**config.mk**
```make
export PLATFORM = sky130hd
export DESIGN_NAME = tkfl_cell
export DESIGN_NICKNAME = d
export VERILOG_FILES = /design/src/rtl/tkfl_pkg.sv /design/src/rtl/tkfl_cell.sv
export SDC_FILE = /design/constraint.sdc
export NUM_CORES = 1
export LEC_CHECK = 0
export BUFFER_PORTS_ARGS = -buffer_cell sky130_fd_sc_hd__buf_2
export CORE_AREA = 2 2 114 116
export CTS_BUF_LIST = sky130_fd_sc_hd__clkbuf_16
export DETAILED_ROUTE_END_ITERATION = 8
export DIE_AREA = 0 0 116 118
export PLACE_DENSITY = 0.82
export SLEW_MARGIN = 0
export SYNTH_ARGS = -nofsm -noshare
export SYNTH_HDL_FRONTEND = slang
export SYNTH_SLANG_ARGS = --single-unit
```
**constraint.sdc**
```tcl
create_clock -name clk -period 9.1 [get_ports clk]
set_clock_uncertainty 0.2 [all_clocks]
set_input_delay 1.82 -clock clk [delete_from_list [all_inputs] [get_ports clk]]
set_output_delay 1.82 -clock clk [all_outputs]
set_load 0.005 [all_outputs]
```
**src/rtl/tkfl_pkg.sv**
```systemverilog
`timescale 1ns / 1ps

package tkfl_pkg;

  localparam int DistW = 32;
  localparam int IdW   = 32;

  // empty slot marker, most negative q16.16 value
  localparam logic signed [DistW-1:0] EMPTY_DIST = {1'b1, {(DistW-1){1'b0}}};

  localparam logic [1:0] CMD_INSERT = 2'd0;
  localparam logic [1:0] CMD_READ   = 2'd1;
  localparam logic [1:0] CMD_CLEAR  = 2'd2;

  typedef struct packed {
    logic signed [DistW-1:0] dval;
    logic [IdW-1:0]          desc;
    logic [IdW-1:0]          clu;
  } entry_t;

  localparam entry_t EMPTY_ENTRY = '{dval: EMPTY_DIST, desc: '0, clu: '0};

  // per-cell command from the top level
  typedef struct packed {
    logic insert;
    logic clear;
    logic in_use;
  } cell_ctrl_t;

  // per-cell compare status toward the top level and the right neighbor
  typedef struct packed {
    logic ge;
    logic take_new;
  } cell_stat_t;

endpackage

```
**src/rtl/tkfl_cell.sv**
```systemverilog
`timescale 1ns / 1ps

module tkfl_cell (
  input  logic            clk,
  input  logic            rst,
  input  tkfl_pkg::cell_ctrl_t ctrl,
  input  tkfl_pkg::entry_t     cand,
  input  tkfl_pkg::entry_t     left_entry,
  input  logic            left_ge,
  output tkfl_pkg::entry_t     entry,
  output tkfl_pkg::cell_stat_t stat
);
  import tkfl_pkg::*;

  entry_t entry_next;

  // held entry stays ahead of an equal candidate
  assign stat.ge       = (entry.dval >= cand.dval);
  assign stat.take_new = ctrl.in_use & ~stat.ge & left_ge;

  always_comb begin
    entry_next = entry;
    if (ctrl.clear) begin
      entry_next = EMPTY_ENTRY;
    end else if (ctrl.insert && ctrl.in_use && !stat.ge) begin
      entry_next = left_ge ? cand : left_entry;
    end
  end

  always_ff @(posedge clk) begin
    if (rst) begin
      entry <= EMPTY_ENTRY;
    end else begin
      entry <= entry_next;
    end
  end

endmodule

```
==> metrics.cfg <==
[run_status]
outcome = completed

[synthesis]
synth_largest_area_cell = dfxtp_1
ys.warnings.count = 0
synth_cells = 642
yosys-top-cells-area = dfxtp_1 33%, mux2_2 18%, mux2i_1 17%
ys_ff_latch = 96
ys_seq_area_frac = 0.332
synth_edf_count = 0
syn_area_per_cell_um2 = 9.02
synth_top_cell_area_share = 0.332
netlist_area_um2 = 5790
async_flop_share = 0
ys_types = 36
ys.flop_type = dfxtp_1
syn_nets = 872

[flow_run]
cap_violations = 0

[cts]
insertion_delay_ns = 0.34
cts-buffers-inserted = 9
cts_resized = 0
cts_hold_buffers = 0
cts_tree = yes
h-tree-depth = 3
cts_buffer_depth = 2
path_clk_slew_ns = 0.06
cts.sinks = 96
clockRootBuffer = clkbuf_16
cts_setup_buffers = 0

[sta]
relSlewSlack = 0.389
drv_slew = 0
finalHoldViolations = 0
rsz0062_at_grt = false
setup_tns_ns = 0
fmax_mhz = 162
worstMarginPinSlew_ns = 0.916
setup_slack_ns = 2.94
post-route-period-util = 0.677
min_period_ns = 6.16
hold_slack_ns = 0.255
setup-violations-final = 0

[route]
drt_wl_total_um = 14900
top_layer_used = met5
drt_first_pass_iters = 4
drtIter0Drc = 264
wl_met3_um = 1000
ant_nets = 0
drt-met1-wl_um = 6130
wl_per_cell_um = 13.7
drc = 0
routed_via_density = 4.84
route.met2.wl_um = 7430
vias = 5264

[final_layout]
syn_to_final_growth_pct = 31.0
finalNonFillerCells = 1087
largest_reg_flops = 96
layout.nets = 1141
reg_top3 = entry: 96 flops
final_util = 0.611
regMostFlops = entry
final_area_um2 = 7580
drive_gt1_frac = 0.450
regArea_um2 = 1920
antenna-diode-count = 0
fillers = 1077
multiInputGateArea_um2 = 3500

[critical_path]
critPathArrivalTime_ns = 4.14
worstSetupStartpointType = input pin
cpMostUsedCell = buf_2
required_ns = 7.08
max_stage_delay_ns = 0.56
crit_chain = buf_2 -> inv_1 -> ha_1 -> and4_1 -> nand4_1 -> or4_1 -> a31oi_1 -> o31ai_1 -> or2_2 -> nor2_1 -> buf_2
setup.worst_path.end_class = output pin
worstPathMaxFanout = 4
crit_slowest_cell = or4_1
worst-setup-path-type = in -> out

[floorplan]
design.die.area_um2 = 13700
io_pins = 296
core_um2 = 12400
die_h_um = 118
die_w_um = 116
start_util = 0.466
rows = 41

[grt]
grt_use_total = 0.215
antenna_found_initial = 1
grt_remaining_overflow = 0
grt_pass1_vias = 5120
grt_max_degree = 103
grt_pass1_wl_um = 23600

[placement]
post-dp-hpwl_um = 11200
place.gp.congestion = 0.792
dp.cells = 1072
dpl_cell_area_um2 = 7270
pre_cts_ws_ns = 2.91
io_buffers = 295

[pwr]
total_power_mw = 1.00
sw_frac_of_total = 0.242
p_leak_nw = 3.67
p_comb_frac = 0.170
switchingPower_mw = 0.242
power_density_nw_per_um2 = 132
power_frac_seq = 0.433
ir_drop_mv = 0.104
p_int_mw = 0.758
power.share.clock = 0.397

[hold_path]
min_path_type = reg -> reg

layer usage:
| layer | track usage | vias to the layer above |
|---|---|---|
| li1 | - | 2693 |
| met1 | 0.245 | 2357 |
| met2 | 0.376 | 185 |
| met3 | 0.0592 | 27 |
| met4 | 0.0863 | 2 |
| met5 | 0 | - |
layout make-up:
| type | instances | share of cell area |
|---|---|---|
| Clock inverter | 6 | 0.0112 |
| Inverter | 33 | 0.0163 |
| Clock buffer | 9 | 0.0297 |
| Multi-Input combinational cell | 471 | 0.461 |
| Timing Repair Buffer | 300 | 0.200 |
| Sequential cell | 96 | 0.253 |
| Tap cell | 172 | 0.0284 |
synthesized netlist by cell type (3+ instances only):
library cell,number
nand4_1,4
mux2_2,95
o21ai_0,6
inv_1,33
buf_4,5
ha_1,32
nor2b_1,3
clkbuf_1,30
dfxtp_1,96
nor2_1,3
nand2_1,199
a21oi_1,12
buf_12,4
mux2i_1,96
logic make-up after synthesis:
group,count (synthesis),share of synthesized area
and+or+nand+nor,220,0.152
muxes,191,0.351
DFF,96,0.332
buffers and inverters,75,0.0664
adders and majority gates,32,0.0692
AOI/OAI and AO/OA,28,0.0296
critical path: cells and delay by family:
family	cells	cell delay (ns)
AND/OR/NAND/NOR	5	1.33
AO/OA/AOI/OAI	2	0.36
adder cells (fa/ha/maj)	1	0.34
buffers and inverters	3	0.29
power by group through the flow:
stage	registers, mW	clock network (mW)	logic, mW
6_report	0.433	0.397	0.170
5_1_grt	0.434	0.427	0.189
4_1_cts	0.433	0.409	0.172
3_5_place_dp	0.443	0	0.170
3_3_place_gp	0.442	0	0.168
2_1_floorplan	0.443	0	0.106
path summary, 6_finish.rpt:
path | startpoint | cells past startpoint | endpoint | slack [ns]
worst max-delay path | cand[95] | 11 | stat[0] | 2.94
worst min register to register | entry[53] | 2 | entry[53] | 0.25
worst max register to register | entry[95] | 10 | entry[22] | 4.93
worst min-delay path | entry[53] | 2 | entry[53] | 0.25
layout by cell type, fill, tap and decap left out, drive strengths merged:
cell type and n:
clkinvlp 1, o211a 1, and4 2, clkbuf 9
a21o 2, a21oi 12, or2 1, ha 32
o211ai 1, clkinv 3, nand3b 1, nand3 1
nor2 3, nand4 4, o31ai 1, o21ai 6
o21a 1, bufinv 2, a221o 1, mux2 95
mux2i 96, nor3 2, buf 300, and2 1
a221oi 1, dfxtp 96, inv 33, nor2b 3
nor4 1, a31oi 1, nand2b 1, a2111oi 1
nand2 199, or4 1
Power figures use the tool's default switching activity.
